--- src/hdl/gnms_pkg.sv ---
// Shared definitions for the gradient non-maximum suppression block.
// Holds default field widths and the direction class codes.
// No dependencies.
package gnms_pkg;

  localparam int MAG_BITS_DEF  = 11;
  localparam int GRAD_BITS_DEF = 11;

  // Direction class of the gradient, picked from signs and magnitudes
  typedef enum logic [2:0] {
    DIR_VERT       = 3'd0,  // ratio infinite or undefined: south / north
    DIR_HORZ       = 3'd1,  // ratio zero: west / east
    DIR_DIAG_MAIN  = 3'd2,  // ratio +1: northwest / southeast
    DIR_DIAG_ANTI  = 3'd3,  // ratio -1: northeast / southwest
    DIR_STEEP_SAME = 3'd4,  // |gx| < |gy|, same signs
    DIR_STEEP_OPP  = 3'd5,  // |gx| < |gy|, opposite signs
    DIR_FLAT_SAME  = 3'd6,  // |gx| > |gy|, same signs
    DIR_FLAT_OPP   = 3'd7   // |gx| > |gy|, opposite signs
  } dir_e;

endpackage

--- src/hdl/gnms_if.sv ---
// Valid/ready channel interfaces for the non-maximum suppression block.
// Depends on gnms_pkg for default widths.
interface gnms_in_if #(
  parameter int MAG_BITS  = gnms_pkg::MAG_BITS_DEF,
  parameter int GRAD_BITS = gnms_pkg::GRAD_BITS_DEF
);
  logic                        valid;
  logic                        ready;
  logic        [MAG_BITS-1:0]  mag_center;
  logic        [MAG_BITS-1:0]  mag_west;
  logic        [MAG_BITS-1:0]  mag_east;
  logic        [MAG_BITS-1:0]  mag_north;
  logic        [MAG_BITS-1:0]  mag_south;
  logic        [MAG_BITS-1:0]  mag_northwest;
  logic        [MAG_BITS-1:0]  mag_northeast;
  logic        [MAG_BITS-1:0]  mag_southwest;
  logic        [MAG_BITS-1:0]  mag_southeast;
  logic signed [GRAD_BITS-1:0] grad_x;
  logic signed [GRAD_BITS-1:0] grad_y;

  modport source (
    output valid, mag_center, mag_west, mag_east, mag_north, mag_south,
           mag_northwest, mag_northeast, mag_southwest, mag_southeast,
           grad_x, grad_y,
    input  ready
  );
  modport sink (
    input  valid, mag_center, mag_west, mag_east, mag_north, mag_south,
           mag_northwest, mag_northeast, mag_southwest, mag_southeast,
           grad_x, grad_y,
    output ready
  );
endinterface

interface gnms_out_if #(
  parameter int MAG_BITS = gnms_pkg::MAG_BITS_DEF
);
  logic                valid;
  logic                ready;
  logic [MAG_BITS-1:0] thinned_mag;
  logic                is_maximum;

  modport source (output valid, thinned_mag, is_maximum, input ready);
  modport sink   (input valid, thinned_mag, is_maximum, output ready);
endinterface

--- src/hdl/gradient_non_max_suppression.sv ---
// Gradient non-maximum suppression: one pixel window in, one thinned magnitude out.
// Depends on gnms_pkg and the channel interfaces in gnms_if.sv.
//
// Usage:
//   in_i carries one item per pixel: the 3x3 gradient-magnitude window around
//   the pixel and its signed x and y gradients. out_o returns one item per
//   input item, in order: the centre magnitude when it is a local maximum
//   along the gradient direction, else zero, plus an is_maximum flag.
//   There are three register stages (classify, select sides, compare); out_o
//   is driven straight from the compare-stage registers. Throughput is one
//   item per cycle: a new item may be accepted at every clock edge while the
//   pipeline keeps flowing.
//   When the receiver holds out_o.ready low, each stage holds its item only if
//   the stage after it is full and stalled, so bubbles are squeezed out and
//   in_i.ready drops only once all three stages hold items. Nothing is lost
//   or repeated across a stall.
//   Reset clears the stage valid bits; the block accepts items as soon as
//   reset is released. The block keeps no state between items.
module gradient_non_max_suppression #(
  parameter int MAG_BITS  = gnms_pkg::MAG_BITS_DEF,
  parameter int GRAD_BITS = gnms_pkg::GRAD_BITS_DEF
) (
  input  logic              clk_i,
  input  logic              rst_ni,
  gnms_in_if.sink           in_i,
  gnms_out_if.source        out_o
);
  import gnms_pkg::*;

  localparam int SUM_BITS = MAG_BITS + 1;

  // ---------------------------------------------------------------------------
  // Stall control: a stage advances when it is empty or its successor advances
  // ---------------------------------------------------------------------------
  logic v1_q, v2_q, v3_q;
  logic en1, en2, en3;

  assign en3        = !v3_q || out_o.ready;
  assign en2        = !v2_q || en3;
  assign en1        = !v1_q || en2;
  assign in_i.ready = en1;

  // ---------------------------------------------------------------------------
  // Stage 1: classify the direction from signs and absolute values
  // ---------------------------------------------------------------------------
  logic [GRAD_BITS-1:0] abs_x, abs_y;
  logic                 same_sign;
  dir_e                 dir_d;

  assign abs_x     = in_i.grad_x[GRAD_BITS-1] ? GRAD_BITS'(-in_i.grad_x)
                                               : GRAD_BITS'(in_i.grad_x);
  assign abs_y     = in_i.grad_y[GRAD_BITS-1] ? GRAD_BITS'(-in_i.grad_y)
                                               : GRAD_BITS'(in_i.grad_y);
  assign same_sign = (in_i.grad_x[GRAD_BITS-1] == in_i.grad_y[GRAD_BITS-1]);

  always_comb begin
    if (in_i.grad_y == '0) begin
      dir_d = DIR_VERT;
    end else if (in_i.grad_x == '0) begin
      dir_d = DIR_HORZ;
    end else if (abs_x == abs_y) begin
      dir_d = same_sign ? DIR_DIAG_MAIN : DIR_DIAG_ANTI;
    end else if (abs_x < abs_y) begin
      dir_d = same_sign ? DIR_STEEP_SAME : DIR_STEEP_OPP;
    end else begin
      dir_d = same_sign ? DIR_FLAT_SAME : DIR_FLAT_OPP;
    end
  end

  dir_e                dir_q;
  logic [MAG_BITS-1:0] c1_q, w1_q, e1_q, n1_q, s1_q, nw1_q, ne1_q, sw1_q, se1_q;

  always_ff @(posedge clk_i or negedge rst_ni) begin
    if (!rst_ni) begin
      v1_q <= 1'b0;
    end else if (en1) begin
      v1_q <= in_i.valid;
    end
  end

  always_ff @(posedge clk_i) begin
    if (en1) begin
      dir_q <= dir_d;
      c1_q  <= in_i.mag_center;
      w1_q  <= in_i.mag_west;
      e1_q  <= in_i.mag_east;
      n1_q  <= in_i.mag_north;
      s1_q  <= in_i.mag_south;
      nw1_q <= in_i.mag_northwest;
      ne1_q <= in_i.mag_northeast;
      sw1_q <= in_i.mag_southwest;
      se1_q <= in_i.mag_southeast;
    end
  end

  // ---------------------------------------------------------------------------
  // Stage 2: form both sides at double scale. A single neighbour is doubled so
  // that every class compares 2*centre against a side.
  // ---------------------------------------------------------------------------
  logic [SUM_BITS-1:0] side_a_d, side_b_d;

  function automatic logic [SUM_BITS-1:0] pair_sum(input logic [MAG_BITS-1:0] p,
                                                   input logic [MAG_BITS-1:0] r);
    return SUM_BITS'(p) + SUM_BITS'(r);
  endfunction

  always_comb begin
    case (dir_q)
      DIR_VERT: begin
        side_a_d = {s1_q, 1'b0};
        side_b_d = {n1_q, 1'b0};
      end
      DIR_HORZ: begin
        side_a_d = {w1_q, 1'b0};
        side_b_d = {e1_q, 1'b0};
      end
      DIR_DIAG_MAIN: begin
        side_a_d = {nw1_q, 1'b0};
        side_b_d = {se1_q, 1'b0};
      end
      DIR_DIAG_ANTI: begin
        side_a_d = {ne1_q, 1'b0};
        side_b_d = {sw1_q, 1'b0};
      end
      DIR_STEEP_SAME: begin
        side_a_d = pair_sum(se1_q, e1_q);
        side_b_d = pair_sum(nw1_q, w1_q);
      end
      DIR_STEEP_OPP: begin
        side_a_d = pair_sum(sw1_q, w1_q);
        side_b_d = pair_sum(ne1_q, e1_q);
      end
      DIR_FLAT_SAME: begin
        side_a_d = pair_sum(s1_q, se1_q);
        side_b_d = pair_sum(n1_q, nw1_q);
      end
      DIR_FLAT_OPP: begin
        side_a_d = pair_sum(s1_q, sw1_q);
        side_b_d = pair_sum(n1_q, ne1_q);
      end
      default: begin
        side_a_d = '0;
        side_b_d = '0;
      end
    endcase
  end

  logic [SUM_BITS-1:0] side_a_q, side_b_q;
  logic [MAG_BITS-1:0] c2_q;

  always_ff @(posedge clk_i or negedge rst_ni) begin
    if (!rst_ni) begin
      v2_q <= 1'b0;
    end else if (en2) begin
      v2_q <= v1_q;
    end
  end

  always_ff @(posedge clk_i) begin
    if (en2) begin
      side_a_q <= side_a_d;
      side_b_q <= side_b_d;
      c2_q     <= c1_q;
    end
  end

  // ---------------------------------------------------------------------------
  // Stage 3: compare doubled centre against both sides, register the result
  // ---------------------------------------------------------------------------
  logic [SUM_BITS-1:0] c_dbl;
  logic                keep_d;

  assign c_dbl  = {c2_q, 1'b0};
  assign keep_d = (c_dbl >= side_a_q) && (c_dbl >= side_b_q);

  logic [MAG_BITS-1:0] thinned_q;
  logic                is_max_q;

  always_ff @(posedge clk_i or negedge rst_ni) begin
    if (!rst_ni) begin
      v3_q <= 1'b0;
    end else if (en3) begin
      v3_q <= v2_q;
    end
  end

  always_ff @(posedge clk_i) begin
    if (en3) begin
      thinned_q <= keep_d ? c2_q : '0;
      is_max_q  <= keep_d;
    end
  end

  assign out_o.valid       = v3_q;
  assign out_o.thinned_mag = thinned_q;
  assign out_o.is_maximum  = is_max_q;

  // ---------------------------------------------------------------------------
  // Assertions
  // ---------------------------------------------------------------------------
`ifndef SYNTHESIS
  // A suppressed pixel always reads as zero magnitude
  a_suppressed_zero: assert property (@(posedge clk_i) disable iff (!rst_ni)
    (v3_q && !is_max_q) |-> (thinned_q == '0))
    else $error("suppressed item carries nonzero magnitude");

  // An accepted item lands in the first stage
  a_accept_lands: assert property (@(posedge clk_i) disable iff (!rst_ni)
    (in_i.valid && in_i.ready) |=> v1_q)
    else $error("accepted item lost at stage 1");

  // A stalled middle stage holds its item and its sides
  a_mid_hold: assert property (@(posedge clk_i) disable iff (!rst_ni)
    (v2_q && !en2) |=> (v2_q && $stable(side_a_q) && $stable(side_b_q)))
    else $error("stage 2 item changed during stall");

  // Ready drops only when every stage is full
  a_ready_full: assert property (@(posedge clk_i) disable iff (!rst_ni)
    !in_i.ready |-> (v1_q && v2_q && v3_q && !out_o.ready))
    else $error("input stalled with room in the pipeline");
`endif

endmodule
--- src/flat_wrapper.sv ---
// flat-port wrapper written by rule: the top's interface ports become plain ports
module gradient_non_max_suppression_flat import gnms_pkg::*;
#(
  parameter int MAG_BITS  = gnms_pkg::MAG_BITS_DEF,
  parameter int GRAD_BITS = gnms_pkg::GRAD_BITS_DEF
)
  (clk_i, rst_ni, in_i_valid, in_i_mag_center, in_i_mag_west, in_i_mag_east, in_i_mag_north, in_i_mag_south, in_i_mag_northwest, in_i_mag_northeast, in_i_mag_southwest, in_i_mag_southeast, in_i_grad_x, in_i_grad_y, in_i_ready, out_o_valid, out_o_thinned_mag, out_o_is_maximum, out_o_ready);
  gnms_in_if #(.MAG_BITS(MAG_BITS), .GRAD_BITS(GRAD_BITS)) in_i_i ();
  gnms_out_if #(.MAG_BITS(MAG_BITS)) out_o_i ();
  input  logic clk_i;
  input  logic rst_ni;
  input wire logic [$bits(in_i_i.valid)-1:0] in_i_valid;
  input wire logic [$bits(in_i_i.mag_center)-1:0] in_i_mag_center;
  input wire logic [$bits(in_i_i.mag_west)-1:0] in_i_mag_west;
  input wire logic [$bits(in_i_i.mag_east)-1:0] in_i_mag_east;
  input wire logic [$bits(in_i_i.mag_north)-1:0] in_i_mag_north;
  input wire logic [$bits(in_i_i.mag_south)-1:0] in_i_mag_south;
  input wire logic [$bits(in_i_i.mag_northwest)-1:0] in_i_mag_northwest;
  input wire logic [$bits(in_i_i.mag_northeast)-1:0] in_i_mag_northeast;
  input wire logic [$bits(in_i_i.mag_southwest)-1:0] in_i_mag_southwest;
  input wire logic [$bits(in_i_i.mag_southeast)-1:0] in_i_mag_southeast;
  input wire logic [$bits(in_i_i.grad_x)-1:0] in_i_grad_x;
  input wire logic [$bits(in_i_i.grad_y)-1:0] in_i_grad_y;
  output wire logic [$bits(in_i_i.ready)-1:0] in_i_ready;
  output wire logic [$bits(out_o_i.valid)-1:0] out_o_valid;
  output wire logic [$bits(out_o_i.thinned_mag)-1:0] out_o_thinned_mag;
  output wire logic [$bits(out_o_i.is_maximum)-1:0] out_o_is_maximum;
  input wire logic [$bits(out_o_i.ready)-1:0] out_o_ready;
  assign in_i_i.valid = in_i_valid;
  assign in_i_i.mag_center = in_i_mag_center;
  assign in_i_i.mag_west = in_i_mag_west;
  assign in_i_i.mag_east = in_i_mag_east;
  assign in_i_i.mag_north = in_i_mag_north;
  assign in_i_i.mag_south = in_i_mag_south;
  assign in_i_i.mag_northwest = in_i_mag_northwest;
  assign in_i_i.mag_northeast = in_i_mag_northeast;
  assign in_i_i.mag_southwest = in_i_mag_southwest;
  assign in_i_i.mag_southeast = in_i_mag_southeast;
  assign in_i_i.grad_x = in_i_grad_x;
  assign in_i_i.grad_y = in_i_grad_y;
  assign in_i_ready = in_i_i.ready;
  assign out_o_valid = out_o_i.valid;
  assign out_o_thinned_mag = out_o_i.thinned_mag;
  assign out_o_is_maximum = out_o_i.is_maximum;
  assign out_o_i.ready = out_o_ready;
  gradient_non_max_suppression #(.MAG_BITS(MAG_BITS), .GRAD_BITS(GRAD_BITS)) u_core (.clk_i(clk_i), .rst_ni(rst_ni), .in_i(in_i_i), .out_o(out_o_i));
endmodule
--- config.mk ---
export PLATFORM = sky130hd
export DESIGN_NAME = gradient_non_max_suppression_flat
export DESIGN_NICKNAME = d
export VERILOG_FILES = /design/src/hdl/gnms_pkg.sv /design/src/hdl/gnms_if.sv /design/src/hdl/gradient_non_max_suppression.sv /design/src/flat_wrapper.sv
export SDC_FILE = /design/constraint.sdc
export NUM_CORES = 1
export LEC_CHECK = 0
export BUFFER_PORTS_ARGS = -buffer_cell sky130_fd_sc_hd__clkbuf_2
export CORE_UTILIZATION = 40
export CTS_CLUSTER_DIAMETER = 40
export DETAILED_ROUTE_END_ITERATION = 7
export PLACE_DENSITY_LB_ADDON = 0.2
export SLEW_MARGIN = 20
export SYNTH_ARGS = -nofsm -noshare
export SYNTH_HDL_FRONTEND = slang
export SYNTH_SLANG_ARGS = --single-unit
--- constraint.sdc ---
create_clock -name clk_i -period 8.3 [get_ports clk_i]
set_input_delay 2.075 -clock clk_i [delete_from_list [all_inputs] [get_ports clk_i]]
set_output_delay 2.075 -clock clk_i [all_outputs]
set_load 0.1 [all_outputs]
==> metrics.yaml, run 1 <==
drc: 0
viasPerCell: 5.36
synth.area.top_cells: "edfxtp_1 (47%), ha_1 (11%), mux2_2 (5.4%), mux2i_1 (3.1%), a21oi_1 (2.7%)"
final_cell_mix: "edfxtp_1 (149), clkbuf_2 (139), ha_1 (81)"
grt_pass1_wl_um: 34700
largest_registers: "u_core.side_a_q (12), u_core.side_b_q (12)"
cpMaxStageDelayCell: "clkbuf_2"
ys_warn_count: 0
p_sw_mw: 0.918
period_needed_ns: 5.33
dieHeight_um: 156
crit_chain: "clkbuf_2 > nand4b_1 > buf_4 > clkbuf_2"
drt-total-wl_um: 22100
ctsHoldBuffers: 0
tightest_slew_ns: 0.848
comb_power_share: 0.338
path_buf_inv: 3
rsz0062_at_grt: "no"
irDropWorstVdd_mv: 0.120
fin_tns_setup_ns: 0
portBuffers: 138
cts-root-buf: "clkbuf_16"
power_mw: 2.75
placementRows: 55
io_pins: 139
antennaDiodeCount: 0
hpwl_um: 16600
path_class: "in -> out"
hold_ws_ns: 0.423
cts_resized: 0
async_flop_share: 0.0197
crit_path_frequent_cell: "clkbuf_2"
post_drt_wl_per_cell_um: 17.3
synth_edf_count: 149
power.share.sequential: 0.379
max_freq_mhz: 188
utilization: 0.481
gp_congestion: 0.903
swShare: 0.334
path_clk_slew_ns: 0.06
initialDrtViolationCount: 397
p_per_area_mw_per_mm2: 250
syn_to_final_growth_pct: 16.7
yosysSeqAreaShare: 0.482
insertion_delay_ns: 0.43
first_pass_iters: 5
slew_headroom: 0.435
antenna_found_initial: 0
layout-drive-gt1-share: 0.242
netlist.area_leader.share: 0.474
slew_viol_final: 0
grt_overflow: 0
coreArea_sq_mm: 0.0228
met2_usage: 0.296
start_util: 0.413
timing.max_cap.violations: 0
pwr-share-clk: 0.283
drtAntennaViolNets: 0
max_stage_delay_ns: 0.55
arrival_ns: 3.25
synth_ff_type: "edfxtp_1"
clock_path_buffers: 2
first_global_vias: 6542
grt_util_all_layers: 0.189
met3_usage: 0.0372
synth_cell_types: 74
synth.net_count: 1020
setup_viol: 0
fin_crit_sh: 0.642
p_leak_nw: 4.59
htree_levels: 4
crit_path_start_kind: "input port"
ys_ff_latch: 152
hold_path_class: "reg -> reg"
finalHoldViolCount: 0
critical_path.max_fanout: 39
cp.required_ns: 6.23
status: "complete, no violations"
syn_avg_cell_area_sq_um: 11.6
intPower_mw: 1.83
finClkSkew_ns: 0.0107
grt_max_degree: 67
final_nets: 1159
synthCells: 810
vias: 6826
cts_post_setup_buffers_inserted: 0
syn_area_sq_mm: 0.00943
cts_tree: "yes"
cts_buffers: 17
top_usage_layer: "met2"
cts_sinks: 152
yosys.area.top_type: "edfxtp_1"
design.die.area_sq_mm: 0.0242
die_w_um: 156
mostFrequentLayoutCell: "edfxtp_1"
end_kind: "output pin"
crit_family: "buffers and inverters"
gr-usage-met1: 0.265
==> cell families after synthesis <==
kind of cell,after synthesis,share of synthesized area
flops,152,0.482
fa+ha+maj,85,0.116
xor+xnor,35,0.0325
mux,77,0.0905
buf+inv,68,0.0330
compound gates,217,0.155
simple gates,176,0.0904
==> layout make-up <==
| class | count | area [sq um] |
|---|---|---|
| inverters | 42 | 158 |
| clock buffers | 19 | 433 |
| clock inverters | 12 | 151 |
| fillers | 2143 | 11800 |
| well taps | 313 | 392 |
| flip-flops and latches | 152 | 4550 |
| repair buffers | 146 | 748 |
| multi-input cells | 590 | 4570 |
==> worst paths after layout <==
path,end,depth (start not counted),slack (ns),from
max reg2reg,u_core.side_b_q[10],13,3.58,u_core.dir_q[2]
min in group asynchronous,u_core.out_o.valid,1,1.44,rst_ni
max,in_i_ready,4,2.97,out_o_ready
max in group asynchronous,u_core.v2_q,1,6.75,rst_ni
min reg2reg,u_core.c2_q[1],0,0.42,u_core.c1_q[1]
min,u_core.c2_q[1],0,0.42,u_core.c1_q[1]
==> metrics by stage <==
step	area (sq um)	instances	setup WS, ns
after floorplan	9430	810	0.413
after global routing	11000	1274	2.88
after global placement	10400	1242	2.94
after CTS	11000	1273	2.93
after detailed placement	10400	1242	2.93
final	11000	1274	2.97
==> cells in the mapped netlist (all sizes together), types with 8 or more instances <==
| master | count |
|---|---|
| nor2b | 10 |
| nand2b | 11 |
| o21a | 8 |
| o31ai | 8 |
| nor2 | 53 |
| and2 | 14 |
| clkbuf | 12 |
| inv | 42 |
| mux2 | 46 |
| o22ai | 13 |
| a21o | 15 |
| o21ai | 40 |
| xor2 | 11 |
| nor3 | 11 |
| edfxtp | 149 |
| nand3 | 9 |
| buf | 14 |
| xnor2 | 24 |
| a21oi | 52 |
| nand2 | 45 |
| ha | 81 |
| mux2i | 29 |
| o211ai | 14 |
| a211oi | 15 |
==> metal layers <==
metal | vias up | part of all wire
met5 | - | 0
met4 | 0 | 0.015
met3 | 24 | 0.050
met2 | 208 | 0.45
met1 | 3222 | 0.48
li1 | 3372 | -
==> power by group through the flow <==
| stage | combinational, mW | sequential (mW) | clock, mW |
|---|---|---|---|
| after detailed placement | 0.917 | 1.06 | 0 |
| after global routing | 1.03 | 1.05 | 0.822 |
| after global placement | 0.912 | 1.06 | 0 |
| final | 0.930 | 1.04 | 0.778 |
| after CTS | 0.926 | 1.04 | 0.795 |
| after floorplan | 0.621 | 1.13 | 0 |
==> worst reg2reg max path, stage by stage (launching register included) <==
cell and delay, ns:
edfxtp_1 0.32, buf_4 0.29, inv_1 0.37, nor2_2 0.58, nand2_2 0.55, mux2_2 0.45
ha_1 0.25, fa_1 0.42, nand3_1 0.13, nand2_1 0.13, a311oi_1 0.39, mux2_1 0.36
o22ai_1 0.18, o22a_1 0.19
Power figures use the tool's default switching activity.
==> inputs of run 2 (changes only) <==
Clock period 8.3 ns to 5.5 ns, I/O delays scaled along.
==> metrics.yaml, run 2 (synthesized netlist as in run 1, its figures left out) <==
status: "complete, no violations"
cts-root-buf: "clkbuf_16"
grt_overflow: 0  # unchanged
fin_crit_sh: 0.701
cts_sinks: 152  # unchanged
cts_tree: "yes"
hold_path_class: "reg -> reg"
start_util: 0.413  # unchanged
cpMaxStageDelayCell: "edfxtp_1"
grt_max_degree: 67  # unchanged
critical_path.max_fanout: 12  # -69%
layout-drive-gt1-share: 0.246  # +0.00314
drc: 0  # unchanged
slew_headroom: 0.403  # -0.0321
slew_viol_final: 0  # unchanged
power_mw: 4.19  # +52%
drt-total-wl_um: 22700  # +2.9%
rr_startpoint: "u_core.dir_q[2]"
viasPerCell: 5.33  # -0.47%
irDropWorstVdd_mv: 0.202  # +68%
n_fill_cell: 2131  # -0.56%
finClkSkew_ns: 0.0142  # +0.00356 ns
cp.required_ns: 5.69  # -0.54 ns
antenna_found_initial: 0  # unchanged
p_per_area_mw_per_mm2: 380  # +52%
die_w_um: 156  # unchanged
drtAntennaViolNets: 0  # unchanged
timing.max_cap.violations: 0  # unchanged
largest_registers: "u_core.side_a_q (12), u_core.side_b_q (12)"
end_kind: "register"
final_cell_mix: "edfxtp_1 (149), clkbuf_2 (139), ha_1 (81)"
coreArea_sq_mm: 0.0228  # unchanged
hpwl_um: 17100  # +2.8%
grt_pass1_wl_um: 36000  # +3.5%
gp_congestion: 0.938  # +3.9%
cts_resized: 0  # unchanged
dieHeight_um: 156  # unchanged
grt_util_all_layers: 0.197  # +0.00857
rsz0062_at_grt: "no"
p_leak_nw: 4.61  # +0.35%
placementRows: 55  # unchanged
vias: 6815  # -0.16%
max_stage_delay_ns: 0.56  # about the same
htree_levels: 4  # unchanged
mostFrequentLayoutCell: "edfxtp_1"
syn_to_final_growth_pct: 17.0
setup_viol: 0  # unchanged
crit_path_start_kind: "register"
initialDrtViolationCount: 469  # +18%
finalHoldViolCount: 0  # unchanged
insertion_delay_ns: 0.44  # about the same
crit_path_frequent_cell: "o211ai_1"
critPathLaunch: "u_core.dir_q[2]"
utilization: 0.483  # +0.00164
max_freq_mhz: 260
path_clk_slew_ns: 0.07  # about the same
crit_chain: "and2_1 > nand2_1 > mux2_2 > ha_1 > fa_1 > a211oi_1 > o211ai_1 > o211ai_1 > mux2i_1 > o22ai_1 > o22a_1"
antennaDiodeCount: 0  # unchanged
post_drt_wl_per_cell_um: 17.8  # +2.6%
final_nets: 1162  # +0.26%
clock_path_buffers: 2  # unchanged
io_pins: 139  # unchanged
first_global_vias: 6640  # +1.5%
portBuffers: 138  # unchanged
cts_post_setup_buffers_inserted: 0  # unchanged
tightest_slew_ns: 0.896  # +0.0482 ns
ctsHoldBuffers: 0  # unchanged
min_from: "u_core.c1_q[9]"
period_needed_ns: 3.85
arrival_ns: 4.04  # +0.79 ns
path_class: "reg -> reg"
design.die.area_sq_mm: 0.0242  # unchanged
cts_buffers: 17  # unchanged
first_pass_iters: 5  # unchanged
-- run 2: cell type report --
type                            count  area (sq um)  share of cell area
Timing Repair Buffer              149           771              0.0698
Tap cell                          313           392              0.0355
Clock buffer                       18           429              0.0389
Sequential cell                   152          4550               0.412
Clock inverter                     14           170              0.0154
Multi-Input combinational cell    590          4570               0.414
Inverter                           42           158              0.0143
-- run 2: path summary, 6_finish.rpt --
kind / end / cells past startpoint / slack [ns]
max: u_core.side_b_q[10] / 11 / 1.65
min: u_core.c2_q[9] / 0 / 0.42
max reg2reg: u_core.side_b_q[10] / 11 / 1.65
min reg2reg: u_core.c2_q[9] / 0 / 0.42
max in group asynchronous: u_core.v1_q / 1 / 4.67
min in group asynchronous: u_core.out_o.valid / 1 / 0.72
-- run 2: worst max-delay path: cells and delay by family (launching register included) --
family                   cells  cell delay, ns
AND/OR/NAND/NOR              2            0.71
multiplexers                 2            0.59
flip-flops                   1            0.56
adder cells (fa/ha/maj)      2            0.69
AO/OA/AOI/OAI                5            1.05
-- run 2: per-stage QoR --
stage	cell area, sq um	hold WS, ns	setup WS [ns]	setup TNS, ns	instances
finish	11000	0.418	1.65	0	1278
global route	11000	0.431	1.45	0	1278
CTS	11000	0.420	1.66	0	1277
detailed placement	10400	0.405	1.68	0	1245
global placement	10400	0.403	1.78	0	1245
floorplan	9430	0.400	-1.38	-142.77	810
-- run 2: power breakdown --
| group | switching (mW) | internal, mW |
|---|---|---|
| logic | 0.832 | 0.570 |
| registers | 0.103 | 1.49 |
| clock network | 0.484 | 0.715 |
-- run 2: per-layer routing --
layer	routed length, um	vias to the layer above	track usage
li1	-	3385	-
met1	11000	3179	0.278
met2	10300	230	0.310
met3	1060	21	0.0322
met4	347	0	0.0654
met5	0	-	0
==> inputs of run 3 (changes only) <==
Clock period 5.5 ns to 3.85 ns, I/O delays scaled along.
==> metrics.yaml, run 3 (synthesized netlist as in run 1, its figures left out) <==
grt_overflow: 0  # unchanged
start_util: 0.413  # unchanged
p_leak_nw: 4.61  # about the same
place_ws_ns: 0.328  # -1.35 ns
viasPerCell: 5.42  # +1.7%
initialDrtViolationCount: 542  # +16%
placed_cells: 1248  # +0.24%
post_drt_wl_per_cell_um: 17.7  # -0.39%
drt-total-wl_um: 22600  # -0.32%
cts_post_setup_buffers_inserted: 0  # unchanged
final_cells: 1279  # +0.078%
portBuffers: 138  # unchanged
die_w_um: 156  # unchanged
path_class: "reg -> reg"
gp_congestion: 0.899  # -4.1%
hold_path_class: "in -> async"
critical_path.max_fanout: 14  # +2
cts_buffers: 17  # unchanged
slew_viol_final: 0  # unchanged
first_global_vias: 6703  # +0.95%
tightest_slew_ns: 0.835  # -0.0614 ns
hpwl_um: 17200  # +0.26%
end_kind: "register"
layout-drive-gt1-share: 0.246  # +0.000781
design.die.area_sq_mm: 0.0242  # unchanged
fin_crit_sh: 0.924  # +0.223
placementRows: 55  # unchanged
drtAntennaViolNets: 0  # unchanged
final_cell_mix: "edfxtp_1 (149), clkbuf_2 (138), ha_1 (81)"
dieHeight_um: 156  # unchanged
irDropWorstVdd_mv: 0.272  # +35%
insertion_delay_ns: 0.42  # -0.02 ns
cts-root-buf: "clkbuf_16"
timing.max_cap.violations: 0  # unchanged
path_clk_slew_ns: 0.06  # about the same
p_per_area_mw_per_mm2: 533  # +40%
antennaDiodeCount: 0  # unchanged
drc: 0  # unchanged
htree_levels: 4  # unchanged
cp.required_ns: 4.00  # -1.69 ns
final_nets: 1164  # +0.17%
setup_slack_ns: 0.293  # -1.35 ns
antenna_found_initial: 0  # unchanged
finalHoldViolCount: 0  # unchanged
coreArea_sq_mm: 0.0228  # unchanged
hold_ws_ns: 0.329  # -0.0894 ns
cts_sinks: 152  # unchanged
max_stage_delay_ns: 0.44  # -0.12 ns
largest_registers: "u_core.side_a_q (12), u_core.side_b_q (12)"
crit_chain: "and2_1 > nand2_1 > buf_4 > mux2_2 > ha_1 > a2111oi_0 > o21ai_0 > or3b_1 > a21oi_1 > a211oi_1 > o22ai_1"
finClkSkew_ns: 0.00746  # -0.00678 ns
period_needed_ns: 3.56  # -0.296 ns
io_pins: 139  # unchanged
grt_pass1_wl_um: 35800  # -0.46%
slew_headroom: 0.444  # +0.0410
setup_viol: 0  # unchanged
grt_util_all_layers: 0.194  # -0.00294
crit_path_start_kind: "register"
grt_max_degree: 104  # +55%
cts_tree: "yes"
max_freq_mhz: 281  # +8.3%
status: "complete, no violations"
power_mw: 5.88  # +40%
clock_path_buffers: 2  # unchanged
vias: 6935  # +1.8%
first_pass_iters: 5  # unchanged
n_fill_cell: 2139  # +0.38%
rsz0062_at_grt: "no"
arrival_ns: 3.71  # -0.33 ns
cpMaxStageDelayCell: "edfxtp_1"
syn_to_final_growth_pct: 17.0  # about the same
mostFrequentLayoutCell: "edfxtp_1"
## run 3: routing by layer
layer | share of wire | up-vias | track usage
met3 | 0.067 | 31 | 0.0436
li1 | - | 3387 | -
met2 | 0.44 | 255 | 0.298
met4 | 0.019 | 0 | 0.0663
met1 | 0.47 | 3262 | 0.271
met5 | 0 | - | 0
## run 3: layout make-up
| type | count | area [sq um] | area share |
|---|---|---|---|
| flip-flops and latches | 152 | 4550 | 0.412 |
| inverters | 42 | 158 | 0.0143 |
| clock inverters | 12 | 129 | 0.0117 |
| repair buffers | 151 | 801 | 0.0726 |
| multi-input cells | 590 | 4570 | 0.414 |
| well taps | 313 | 392 | 0.0355 |
| clock buffers | 19 | 433 | 0.0392 |
## run 3: critical path, delay by kind of cell (launching register included)
family / cells / cell delay [ns]
AO/OA/AOI/OAI: 5 / 1.04
adder cells (fa/ha/maj): 1 / 0.35
buffers and inverters: 1 / 0.29
flip-flops: 1 / 0.44
multiplexers: 1 / 0.37
AND/OR/NAND/NOR: 3 / 0.77
## run 3: report_power, final
part | switching, mW | leakage, nW | internal [mW]
Combinational | 1.18 | 2.77 | 0.825
Clock | 0.662 | 0.272 | 0.949
Sequential | 0.143 | 1.57 | 2.12
## run 3: repair_timing
item	in CTS	in global routing
endpoints found under the setup margin	0	1
gates resized for setup	0	1
hold buffers	0	0
## run 3: per-stage QoR
stage	area [sq um]	utilization	TNS, ns
detailed placement	10500	0.458	0
CTS	11000	0.483	0
floorplan	9430	-	-271.65
finish	11000	0.483	0
global placement	10500	0.458	0
global route	11000	0.483	0
## run 3: worst paths after layout
| check | cells past startpoint | slack, ns | from | to |
|---|---|---|---|---|
| min reg2reg | 0 | 0.42 | u_core.c1_q[10] | u_core.c2_q[10] |
| max | 11 | 0.29 | u_core.dir_q[0] | u_core.side_a_q[11] |
| max reg2reg | 11 | 0.29 | u_core.dir_q[0] | u_core.side_a_q[11] |
| max in group asynchronous | 1 | 3.39 | rst_ni | u_core.out_o.valid |
| min | 1 | 0.33 | rst_ni | u_core.out_o.valid |
| min in group clk_i | 0 | 0.42 | u_core.c1_q[10] | u_core.c2_q[10] |
